$ cat config.mk
export PLATFORM = sky130hd
export DESIGN_NAME = frame_destuff_checksum_check
export DESIGN_NICKNAME = d
export VERILOG_FILES = /design/src/hw/rtl/fdc_pkg.sv /design/src/hw/rtl/fdc_front.sv /design/src/hw/rtl/fdc_queue.sv /design/src/hw/rtl/fdc_back.sv /design/src/hw/rtl/frame_destuff_checksum_check.sv
export VERILOG_INCLUDE_DIRS = /design/src /design/src/hw/rtl
export SDC_FILE = /design/constraint.sdc
export NUM_CORES = 1
export LEC_CHECK = 0
export ABC_AREA = 0
export ABC_CLOCK_PERIOD_IN_PS = 4400
export BUFFER_PORTS_ARGS = -buffer_cell sky130_fd_sc_hd__buf_2
export CAP_MARGIN = 10
export CORE_MARGIN = 2
export CORE_UTILIZATION = 49
export DETAILED_ROUTE_END_ITERATION = 7
export GPL_ROUTABILITY_DRIVEN = 0
export PLACE_DENSITY_LB_ADDON = 0.25
export RECOVER_POWER = 25
export SLEW_MARGIN = 15
export SYNTH_ARGS = -nofsm -noshare
export SYNTH_HDL_FRONTEND = slang
export SYNTH_SLANG_ARGS = --single-unit
$ cat constraint.sdc
create_clock -name clk -period 4.4 [get_ports clk]
set_input_delay 0 -clock clk [delete_from_list [all_inputs] [get_ports clk]]
set_output_delay 0 -clock clk [all_outputs]
set_load 0.01 [all_outputs]
$ cat src/hw/rtl/frame_destuff_checksum_check_macros.svh
// assertion helpers shared by the front, queue and back rtl files
`ifndef FRAME_DESTUFF_CHECKSUM_CHECK_MACROS_SVH
`define FRAME_DESTUFF_CHECKSUM_CHECK_MACROS_SVH

// same-cycle implication
`define FDC_ASSERT_NOW(label, clk, rst_n, cond, expr) \
    label: assert property (@(posedge clk) disable iff (!rst_n) (cond) |-> (expr)) \
        else $error("fdc assertion failed");

// next-cycle implication
`define FDC_ASSERT_NEXT(label, clk, rst_n, cond, expr) \
    label: assert property (@(posedge clk) disable iff (!rst_n) (cond) |=> (expr)) \
        else $error("fdc assertion failed");

`endif

$ cat src/hw/rtl/fdc_pkg.sv
`timescale 1ns / 1ps

package fdc_pkg;

    localparam logic [7:0] ESC_BYTE    = 8'h7D;
    localparam logic [7:0] ESC_OF_ESC  = 8'h5D;
    localparam logic [7:0] ESC_OF_FLAG = 8'h5E;
    localparam logic [7:0] FLAG_BYTE   = 8'h7E;
    localparam logic [7:0] CHECK_BASE  = 8'hFF;

    localparam logic [2:0] SHORT_LIMIT = 3'd3;
    localparam logic [2:0] SUM_START   = 3'd3;
    localparam logic [2:0] HIGH_INDEX  = 3'd4;
    localparam logic [2:0] LOW_INDEX   = 3'd5;
    localparam logic [2:0] SPEED_COUNT = 3'd6;
    localparam logic [2:0] COUNT_MAX   = 3'd7;

    localparam int QUEUE_DEPTH = 2;
    localparam int QUEUE_AW    = $clog2(QUEUE_DEPTH);
    localparam int QUEUE_CW    = $clog2(QUEUE_DEPTH + 1);

    typedef struct packed {
        logic [7:0] raw_byte;
        logic       frame_end;
    } frame_beat_t;

    typedef struct packed {
        logic        check_ok;
        logic [7:0]  received_check;
        logic [7:0]  computed_check;
        logic [11:0] speed_value;
        logic        speed_present;
        logic        short_frame;
    } check_beat_t;

    // up to two decoded bytes per raw byte
    typedef struct packed {
        logic       first_valid;
        logic       second_valid;
        logic [7:0] first_byte;
        logic [7:0] second_byte;
        logic       last;
    } fdc_work_t;

    typedef struct packed {
        logic [2:0] count;
        logic [7:0] newest;
        logic [7:0] older;
        logic [7:0] sum;
        logic [7:0] speed_high;
        logic [3:0] speed_low;
    } fdc_acc_t;

    function automatic fdc_acc_t take_byte(input fdc_acc_t s, input logic [7:0] b);
        fdc_acc_t r;
        r = s;
        if (s.count >= SUM_START)
        begin
            r.sum = s.sum + s.older;
        end
        r.older  = s.newest;
        r.newest = b;
        if (s.count == HIGH_INDEX)
        begin
            r.speed_high = b;
        end
        if (s.count == LOW_INDEX)
        begin
            r.speed_low = b[7:4];
        end
        if (s.count != COUNT_MAX)
        begin
            r.count = s.count + 3'd1;
        end
        return r;
    endfunction

endpackage

$ cat src/hw/rtl/fdc_front.sv
`timescale 1ns / 1ps
`include "frame_destuff_checksum_check_macros.svh"

module fdc_front
    import fdc_pkg::*;
(
    input  logic        clk,
    input  logic        rst_n,
    input  logic        frame_valid,
    output logic        frame_stall,
    input  frame_beat_t frame_beat,
    input  logic        queue_full,
    output logic        push,
    output fdc_work_t   work
);

    logic pending_reg;
    logic pending_next;
    logic accept;
    logic [7:0] b;
    logic last;

    assign frame_stall = queue_full;
    assign accept      = frame_valid && !queue_full;
    assign b           = frame_beat.raw_byte;
    assign last        = frame_beat.frame_end;

    always_comb
    begin
        work              = '0;
        work.last         = last;
        work.second_byte  = b;
        pending_next      = 1'b0;
        if (pending_reg)
        begin
            work.first_valid = 1'b1;
            if (b == ESC_OF_ESC)
            begin
                work.first_byte = ESC_BYTE;
            end
            else if (b == ESC_OF_FLAG)
            begin
                work.first_byte = FLAG_BYTE;
            end
            else
            begin
                work.first_byte = ESC_BYTE;
                if (b == ESC_BYTE && !last)
                begin
                    pending_next = 1'b1;
                end
                else
                begin
                    work.second_valid = 1'b1;
                end
            end
        end
        else if (b == ESC_BYTE && !last)
        begin
            pending_next = 1'b1;
        end
        else
        begin
            work.first_valid = 1'b1;
            work.first_byte  = b;
        end
    end

    // a lone escape opener carries nothing forward
    assign push = accept && (work.first_valid || last);

    always_ff @(posedge clk or negedge rst_n)
    begin
        if (!rst_n)
        begin
            pending_reg <= 1'b0;
        end
        else if (accept)
        begin
            pending_reg <= pending_next;
        end
    end

    `FDC_ASSERT_NEXT(a_pending_clear_after_end, clk, rst_n, accept && last, !pending_reg)
    `FDC_ASSERT_NOW(a_end_always_pushes, clk, rst_n, accept && last, push && work.first_valid)

endmodule

$ cat src/hw/rtl/fdc_queue.sv
`timescale 1ns / 1ps
`include "frame_destuff_checksum_check_macros.svh"

module fdc_queue
    import fdc_pkg::*;
(
    input  logic      clk,
    input  logic      rst_n,
    input  logic      push,
    input  fdc_work_t push_work,
    output logic      full,
    input  logic      pop,
    output logic      avail,
    output fdc_work_t head
);

    fdc_work_t             entry_reg [QUEUE_DEPTH];
    logic [QUEUE_AW-1:0]   wr_ptr_reg;
    logic [QUEUE_AW-1:0]   rd_ptr_reg;
    logic [QUEUE_CW-1:0]   count_reg;
    logic [QUEUE_CW-1:0]   count_next;

    assign full  = (count_reg == QUEUE_CW'(QUEUE_DEPTH));
    assign avail = (count_reg != '0);
    assign head  = entry_reg[rd_ptr_reg];

    always_comb
    begin
        count_next = count_reg;
        if (push && !pop)
        begin
            count_next = count_reg + QUEUE_CW'(1);
        end
        else if (pop && !push)
        begin
            count_next = count_reg - QUEUE_CW'(1);
        end
    end

    always_ff @(posedge clk or negedge rst_n)
    begin
        if (!rst_n)
        begin
            wr_ptr_reg <= '0;
            rd_ptr_reg <= '0;
            count_reg  <= '0;
        end
        else
        begin
            if (push)
            begin
                wr_ptr_reg <= wr_ptr_reg + QUEUE_AW'(1);
            end
            if (pop)
            begin
                rd_ptr_reg <= rd_ptr_reg + QUEUE_AW'(1);
            end
            count_reg <= count_next;
        end
    end

    always_ff @(posedge clk)
    begin
        if (push)
        begin
            entry_reg[wr_ptr_reg] <= push_work;
        end
    end

    `FDC_ASSERT_NOW(a_no_push_when_full, clk, rst_n, full, !push)
    `FDC_ASSERT_NOW(a_no_pop_when_empty, clk, rst_n, !avail, !pop)

endmodule

$ cat src/hw/rtl/fdc_back.sv
`timescale 1ns / 1ps
`include "frame_destuff_checksum_check_macros.svh"

module fdc_back
    import fdc_pkg::*;
(
    input  logic        clk,
    input  logic        rst_n,
    input  logic        avail,
    input  fdc_work_t   head,
    output logic        pop,
    output logic        check_valid,
    input  logic        check_stall,
    output check_beat_t check_beat
);

    fdc_acc_t    acc_reg;
    fdc_acc_t    acc_next;
    fdc_acc_t    after_first;
    fdc_acc_t    after_second;
    logic        valid_reg;
    logic        valid_next;
    check_beat_t result_reg;
    check_beat_t result_next;
    logic        is_short;
    logic        has_speed;

    // only a frame end needs the output register
    assign pop = avail && (!head.last || !valid_reg || !check_stall);

    always_comb
    begin
        after_first  = head.first_valid ? take_byte(acc_reg, head.first_byte) : acc_reg;
        after_second = head.second_valid ? take_byte(after_first, head.second_byte)
                                         : after_first;
        is_short     = (after_second.count < SHORT_LIMIT);
        has_speed    = (after_second.count >= SPEED_COUNT);

        result_next = '0;
        result_next.short_frame = is_short;
        if (!is_short)
        begin
            result_next.received_check = after_second.older;
            result_next.computed_check = CHECK_BASE - after_second.sum;
            result_next.check_ok       = (after_second.older == (CHECK_BASE - after_second.sum));
        end
        if (has_speed)
        begin
            result_next.speed_present = 1'b1;
            result_next.speed_value   = {after_second.speed_high, after_second.speed_low};
        end

        acc_next = acc_reg;
        if (pop)
        begin
            acc_next = head.last ? fdc_acc_t'('0) : after_second;
        end

        valid_next = valid_reg && check_stall;
        if (pop && head.last)
        begin
            valid_next = 1'b1;
        end
    end

    always_ff @(posedge clk or negedge rst_n)
    begin
        if (!rst_n)
        begin
            acc_reg   <= '0;
            valid_reg <= 1'b0;
        end
        else
        begin
            acc_reg   <= acc_next;
            valid_reg <= valid_next;
        end
    end

    always_ff @(posedge clk)
    begin
        if (pop && head.last)
        begin
            result_reg <= result_next;
        end
    end

    assign check_valid = valid_reg;
    assign check_beat  = result_reg;

    `FDC_ASSERT_NEXT(a_result_after_end, clk, rst_n, pop && head.last, valid_reg)
    `FDC_ASSERT_NOW(a_short_zero_check, clk, rst_n, valid_reg && result_reg.short_frame,
                    !result_reg.check_ok && result_reg.computed_check == '0)

endmodule

$ cat src/hw/rtl/frame_destuff_checksum_check.sv
// frame destuffer and additive check byte verifier
// frame channel: frame_valid / frame_stall / frame_beat, one raw byte per beat,
//   flag bytes included, frame_end set on the last byte of a frame
// check channel: check_valid / check_stall / check_beat, one beat per frame
//   carrying the check result, the check bytes and the 12-bit speed field
// throughput: one raw byte per cycle while frame_stall is low; the front
//   destuffs a byte in the cycle it is taken, the back absorbs up to two
//   decoded bytes per cycle unless a frame end waits on a stalled result
// check_valid rises once the queue entry of the frame's last byte and then the
//   output register are written; a stalled earlier result holds that entry back
// a stalled result holds in the output register; bytes of the next frame keep
//   flowing into the back until its last byte reaches the queue head, after
//   which the queue fills and frame_stall rises
// reset clears the escape flag, the running sums, the queue and any pending
//   result; the block takes bytes in the first cycle after reset
`timescale 1ns / 1ps

module frame_destuff_checksum_check
    import fdc_pkg::*;
(
    input  logic        clk,
    input  logic        rst_n,
    input  logic        frame_valid,
    output logic        frame_stall,
    input  frame_beat_t frame_beat,
    output logic        check_valid,
    input  logic        check_stall,
    output check_beat_t check_beat
);

    logic      push;
    logic      pop;
    logic      full;
    logic      avail;
    fdc_work_t push_work;
    fdc_work_t head;

    fdc_front u_front (
        .clk         (clk),
        .rst_n       (rst_n),
        .frame_valid (frame_valid),
        .frame_stall (frame_stall),
        .frame_beat  (frame_beat),
        .queue_full  (full),
        .push        (push),
        .work        (push_work)
    );

    fdc_queue u_queue (
        .clk       (clk),
        .rst_n     (rst_n),
        .push      (push),
        .push_work (push_work),
        .full      (full),
        .pop       (pop),
        .avail     (avail),
        .head      (head)
    );

    fdc_back u_back (
        .clk         (clk),
        .rst_n       (rst_n),
        .avail       (avail),
        .head        (head),
        .pop         (pop),
        .check_valid (check_valid),
        .check_stall (check_stall),
        .check_beat  (check_beat)
    );

endmodule
# Word level (Yosys, flattened, before mapping)
# Memory sizes are Yosys's and may differ from the RTL's.
# Cells that the tools add are included.
# totals
reg_bits,76
latchBits,0
ram_bits,38
romBits,0
input_bits,13
output_inout_bits,33
word_cells,92
n_memories,1
# mem_list
name,words,width,read_ports,rd_ports_with_merged_regs,wr,line,text
u_queue.entry_reg,2,19,1,0,1,fdc_queue.sv:17,fdc_work_t entry_reg [QUEUE_DEPTH];
# op_classes
addsub,9
mul,0
div_mod_pow,0
magnitude_cmp,4
eq_ne,11
shifts,0
muxes,30
n_bitwise,0
n_reduce_logical,20
# op_table
op,n
2-to-1 mux 39 bit,3
2-to-1 mux 8 bit,7
"== test 8 x 7 -> 1 bit, second input constant",3
adder 8 bit,2
2-to-1 mux 1 bit,13
"== test 3 bit, second input constant",4
== test 8 bit,1
logical AND 1 bit,8
2-to-1 mux 4 bit,2
"subtractor 8 bit, first input constant",1
logical NOT 1 bit,7
"adder 3 x 1 -> 3 bit, second input constant",2
"greater-or-equal comparator 3 x 2 -> 1 bit, second input constant",2
2-to-1 mux 2 bit,3
2-to-1 mux 3 bit,2
"!= test 3 bit, second input constant",2
nonzero test 2 bit,2
"greater-or-equal comparator 3 bit, second input constant",1
logical OR 1 bit,3
"less-than comparator 3 x 2 -> 1 bit, second input constant",1
"adder 1 bit, second input constant",2
"adder 2 x 1 -> 2 bit, second input constant",1
"== test 2 bit, second input constant",1
"subtractor 2 x 1 -> 2 bit, second input constant",1

# Depth between registers and ports, before layout
# depth
depth_word,10
depth_mapped,16
depth_no_buf,16

# Hierarchy
# Synthesis repeated with hierarchy kept, for this count alone.
# unflattened
cells_unflattened,563
area_unflattened_um2,6446.2
# by_module_without_submodules
mod,instances,cells_per_inst,area_each_um2,seq_area_each_um2
fdc_back,1,447,4511.8,1931.9
fdc_queue,1,75,1637.8,1241.2
fdc_front,1,41,296.5,25.0

# Worst setup path before layout
# No wires, ideal clock.
# synth_path
path_kind,reg-to-reg
startpoint,register u_back.acc_reg[12] (netlist bit)
endpoint,register u_back.result_reg (netlist bit u_back.check_beat[30]) (data pin)
setup_ps,258
t_arrival_ps,3171
required_ps,4142
path_slack_ps,971
stages_incl_launch_ff,16
path_buffers,0
synth_period_minus_slack_ps,3429
cell_sequence,dfrtp_1 ha_1 fa_1 a211oi_1 nor2_1 xor2_1 mux2_2 ha_1 nand3_1 o211ai_1 o41ai_1 xor2_1 nand2_1 xnor3_1 xnor2_1 nor4_1
# synth_via
elab_chain_len,8
# synth_lines
item,line,text
start: declaration,fdc_back.sv:17,fdc_acc_t acc_reg;
start signal: assignment,fdc_back.sv:75,acc_reg <= acc_next;
adder 8 bit,fdc_pkg.sv:59,r.sum = s.sum + s.older;
2-to-1 mux 8 bit,fdc_pkg.sv:57,if (s.count >= SUM_START)
2-to-1 mux 39 bit *,fdc_back.sv:33,"after_first = head.first_valid ? take_byte(acc_reg, head.first_byte) : acc_reg;"
adder 8 bit,fdc_pkg.sv:59,
2-to-1 mux 8 bit,fdc_pkg.sv:57,
2-to-1 mux 39 bit *,fdc_back.sv:34,"after_second = head.second_valid ? take_byte(after_first, head.second_byte)"
subtractor 8 bit *,fdc_back.sv:45,result_next.check_ok = (after_second.older == (CHECK_BASE - after_second.sum));
== test 8 bit *,fdc_back.sv:45,
end signal: assignment,fdc_back.sv:84,result_reg <= result_next;
end: declaration,fdc_back.sv:23,check_beat_t result_reg;
# Mark *: on every way between the ends. The rest lies on a longest branch, timed or not.
# A chain may end at the register's enable or synchronous reset.

# Worst setup path in the final report
# Same ends and word-level chain as after synthesis.

==> flow_metrics.env <==
export IMPL_status="finished, violations left"
export IMPL_violations="max-capacitance violations, max-slew violations"
export IMPL_ys_flop_type="edfxtp_1"
export IMPL_finalHoldViolCount=0
export IMPL_wl_met3_um=596
export IMPL_dp_hpwl_mm=8.556
export IMPL_syn_nets=557
export IMPL_yosysWarnings=0
export IMPL_cp_required_ns=4.57
export IMPL_grtUsageTotal_pct=21.41
export IMPL_rsz0062_at_grt="false"
export IMPL_ir_worst_vdd_mv=0.4408
export IMPL_row_count=40
export IMPL_routed_via_density=5.529
export IMPL_synth_compound_area_share_pct=11.88
export IMPL_largest_reg_flops=39
export IMPL_insertion_delay_ns=0.42
export IMPL_fin_setup_tns_ns=0
export IMPL_drive_above_1_share_pct=17.36
export IMPL_h_tree_depth=4
export IMPL_fin_crit_ns=3.775
export IMPL_crit_path_end_kind="flop"
export IMPL_vias=4125
export IMPL_worstMarginPinSlew_ns=2.673
export IMPL_routed_wl_mm=12.73
export IMPL_initial_core_util_pct=49.70
export IMPL_initialDrtViolationCount=202
export IMPL_post_cts_resized=0
export IMPL_hold_worst_slack_ns=0.03327
export IMPL_synth_edf_count=69
export IMPL_fmax_mhz=264.9
export IMPL_ant_nets=0
export IMPL_place_ws_ns=0.6356
export IMPL_die_h_um=113.7
export IMPL_async_flop_share_pct=39.47
export IMPL_dr_pass1_iters=4
export IMPL_cts_sinks=114
export IMPL_worst_setup_path_start_kind="flop"
export IMPL_grt_start_max_net_pins=46
export IMPL_synth_xor_area_share_pct=4.393
export IMPL_r2r_slack_ns=0.62
export IMPL_first_global_vias=4365
export IMPL_synthSimpleGateAreaFrac_pct=11.08
export IMPL_netlist_area_um2=5896
export IMPL_synth_seq_area_share_pct=54.24
export IMPL_power_density_nw_per_um2=815.7
export IMPL_skew_ns=0.008777
export IMPL_top_layer="met4"
export IMPL_syn_avg_cell_area_um2=11.32
export IMPL_yosysUniqueCellTypes=50
export IMPL_drv_cap=1
export IMPL_drc=0
export IMPL_path_clk_slew_ns=0.06
export IMPL_n_antenna_cell=0
export IMPL_cp_arrival_ns=3.94
export IMPL_setup_ws_ns=0.6246
export IMPL_cts_setup_buffers=0
export IMPL_die_w_um=113.7
export IMPL_slew_headroom_pct=-78.19
export IMPL_cts_path_max_buffers=2
export IMPL_synth_adder_area_share_pct=5.136
export IMPL_cts_buffers=17
export IMPL_dr_wl_met2_mm=6.339
export IMPL_wl_per_cell_um=17.06
export IMPL_synth_mux_area_share_pct=10.65
export IMPL_globalRoute_totalOverflow=0
export IMPL_synthCells=521
export IMPL_synth_top_family_by_area="compound AO/OA/AOI/OAI gates"
export IMPL_ios=46
export IMPL_die_area_um2=12930
export IMPL_synth_seq_cells=114
export IMPL_p_leak_nw=2.993
export IMPL_hp_class="in -> reg"
export IMPL_wl_met1_mm=5.553
export IMPL_antenna_found_initial=0
export IMPL_cts_tree="built"
export IMPL_cp_max_fo=5
export IMPL_slew_viol_final=46
export IMPL_fin_crit_sh_pct=85.81
export IMPL_port_buffers=45
export IMPL_root_buffer="clkbuf_16"
export IMPL_core_um2=11860
export IMPL_criticalPathCategory="reg -> reg"
export IMPL_setup_viol=0
export IMPL_grt_pass1_wl_mm=20.96
export IMPL_final_nets=622
export IMPL_syn2layout_area_growth_pct=19.04
[metrics by stage]
step           power, mW  cells  area [um^2]  util, %
2_1_floorplan      3.642    521         5896        -
3_3_place_gp       4.266    703         6315    53.24
3_5_place_dp       4.350    703         6315    53.24
4_1_cts            5.762    746         7033    59.29
5_1_grt            6.116    746         7018    59.17
6_report           5.725    746         7018    59.17
[worst paths after layout]
kind,start,endpoint,cells after the start
max reg2reg,u_back.acc_reg[12],u_back.check_beat[30],15
min reg2reg,u_back.acc_reg[0],u_back.acc_reg[0],2
min,frame_valid,u_front.pending_reg,3
min in group asynchronous,rst_n,u_front.pending_reg,3
max,u_back.acc_reg[12],u_back.check_beat[30],15
max in group asynchronous,rst_n,u_back.acc_reg[25],3
[metal layers]
metal	track usage [%]	vias to the layer above
met2	36.01	100
li1	-	2007
met5	0	-
met1	24.91	1993
met3	7.173	25
met4	9.756	0
[power breakdown]
group	switching [mW]	internal, mW	total, mW
Clock	0.486	0.900	1.39
Combinational	1.51	1.02	2.53
Sequential	0.179	1.63	1.81
[critical path: stages (launching register included)]
cell	delay (ns)
dfrtp_1	0.39
ha_1	0.24
fa_1	0.42
a211oi_1	0.32
nor2_1	0.10
xor2_1	0.14
mux2_2	0.28
ha_1	0.34
nand3_1	0.10
o211ai_1	0.12
o41ai_1	0.32
xor2_1	0.18
nand2_1	0.07
xnor3_1	0.24
xnor2_1	0.19
nor4_1	0.06
[synth_stat cells, types with 4 or more instances]
cell      number  share of area, %
a21oi_1       21               1.8
a22o_1        13               1.9
a32o_1         7               1.2
clkbuf_1      13              0.83
dfrtp_1       45                19
edfxtp_1      69                35
ha_1          21               4.5
inv_1         18               1.1
mux2_2        18               3.4
mux2i_1       38               6.5
nand2_1       71               4.5
nand3_1        6              0.51
nor2_1        49               3.1
nor2b_1       12               1.3
nor3_1         4              0.34
o21ai_0       41               3.5
xnor2_1       22               3.3
xor2_1         5              0.74
[cell usage in the layout (no fill, tap or decap), types with 13 or more instances in the layout]
| cell type | n |
|---|---|
| edfxtp_1 | 69 |
| nand2_1 | 71 |
| dfrtp_1 | 45 |
| mux2_2 | 18 |
| ha_1 | 21 |
| nor2_1 | 48 |
| mux2i_1 | 38 |
| a22o_1 | 13 |
| xnor2_1 | 22 |
| inv_1 | 18 |
| a21oi_1 | 21 |
| o21ai_0 | 41 |
| buf_2 | 36 |
| clkbuf_16 | 19 |
[layout make-up]
class / count / area, um^2
clock buffer: 21 / 483.0
clock inverter: 11 / 125.1
fill: 976 / 4843
inverter: 18 / 67.56
multi-input combinational: 369 / 2565
sequential: 114 / 3198
tap: 147 / 183.9
timing repair buffer: 66 / 395.4
[timing repair]
| item | CTS | global route |
|---|---|---|
| hold buffers | 11 | 0 |
| hold endpoints to repair | 74 | 0 |
| endpoints found under the setup margin | 0 | 0 |
[cell families after synthesis]
kind of cell,count (synthesis)
and+or+nand+nor,153
DFF,114
AOI/OAI and AO/OA,106
muxes,59
buffers and inverters,38
xor gates and xnor gates,28
adders and majority gates,23
Power figures use the tool's default switching activity.
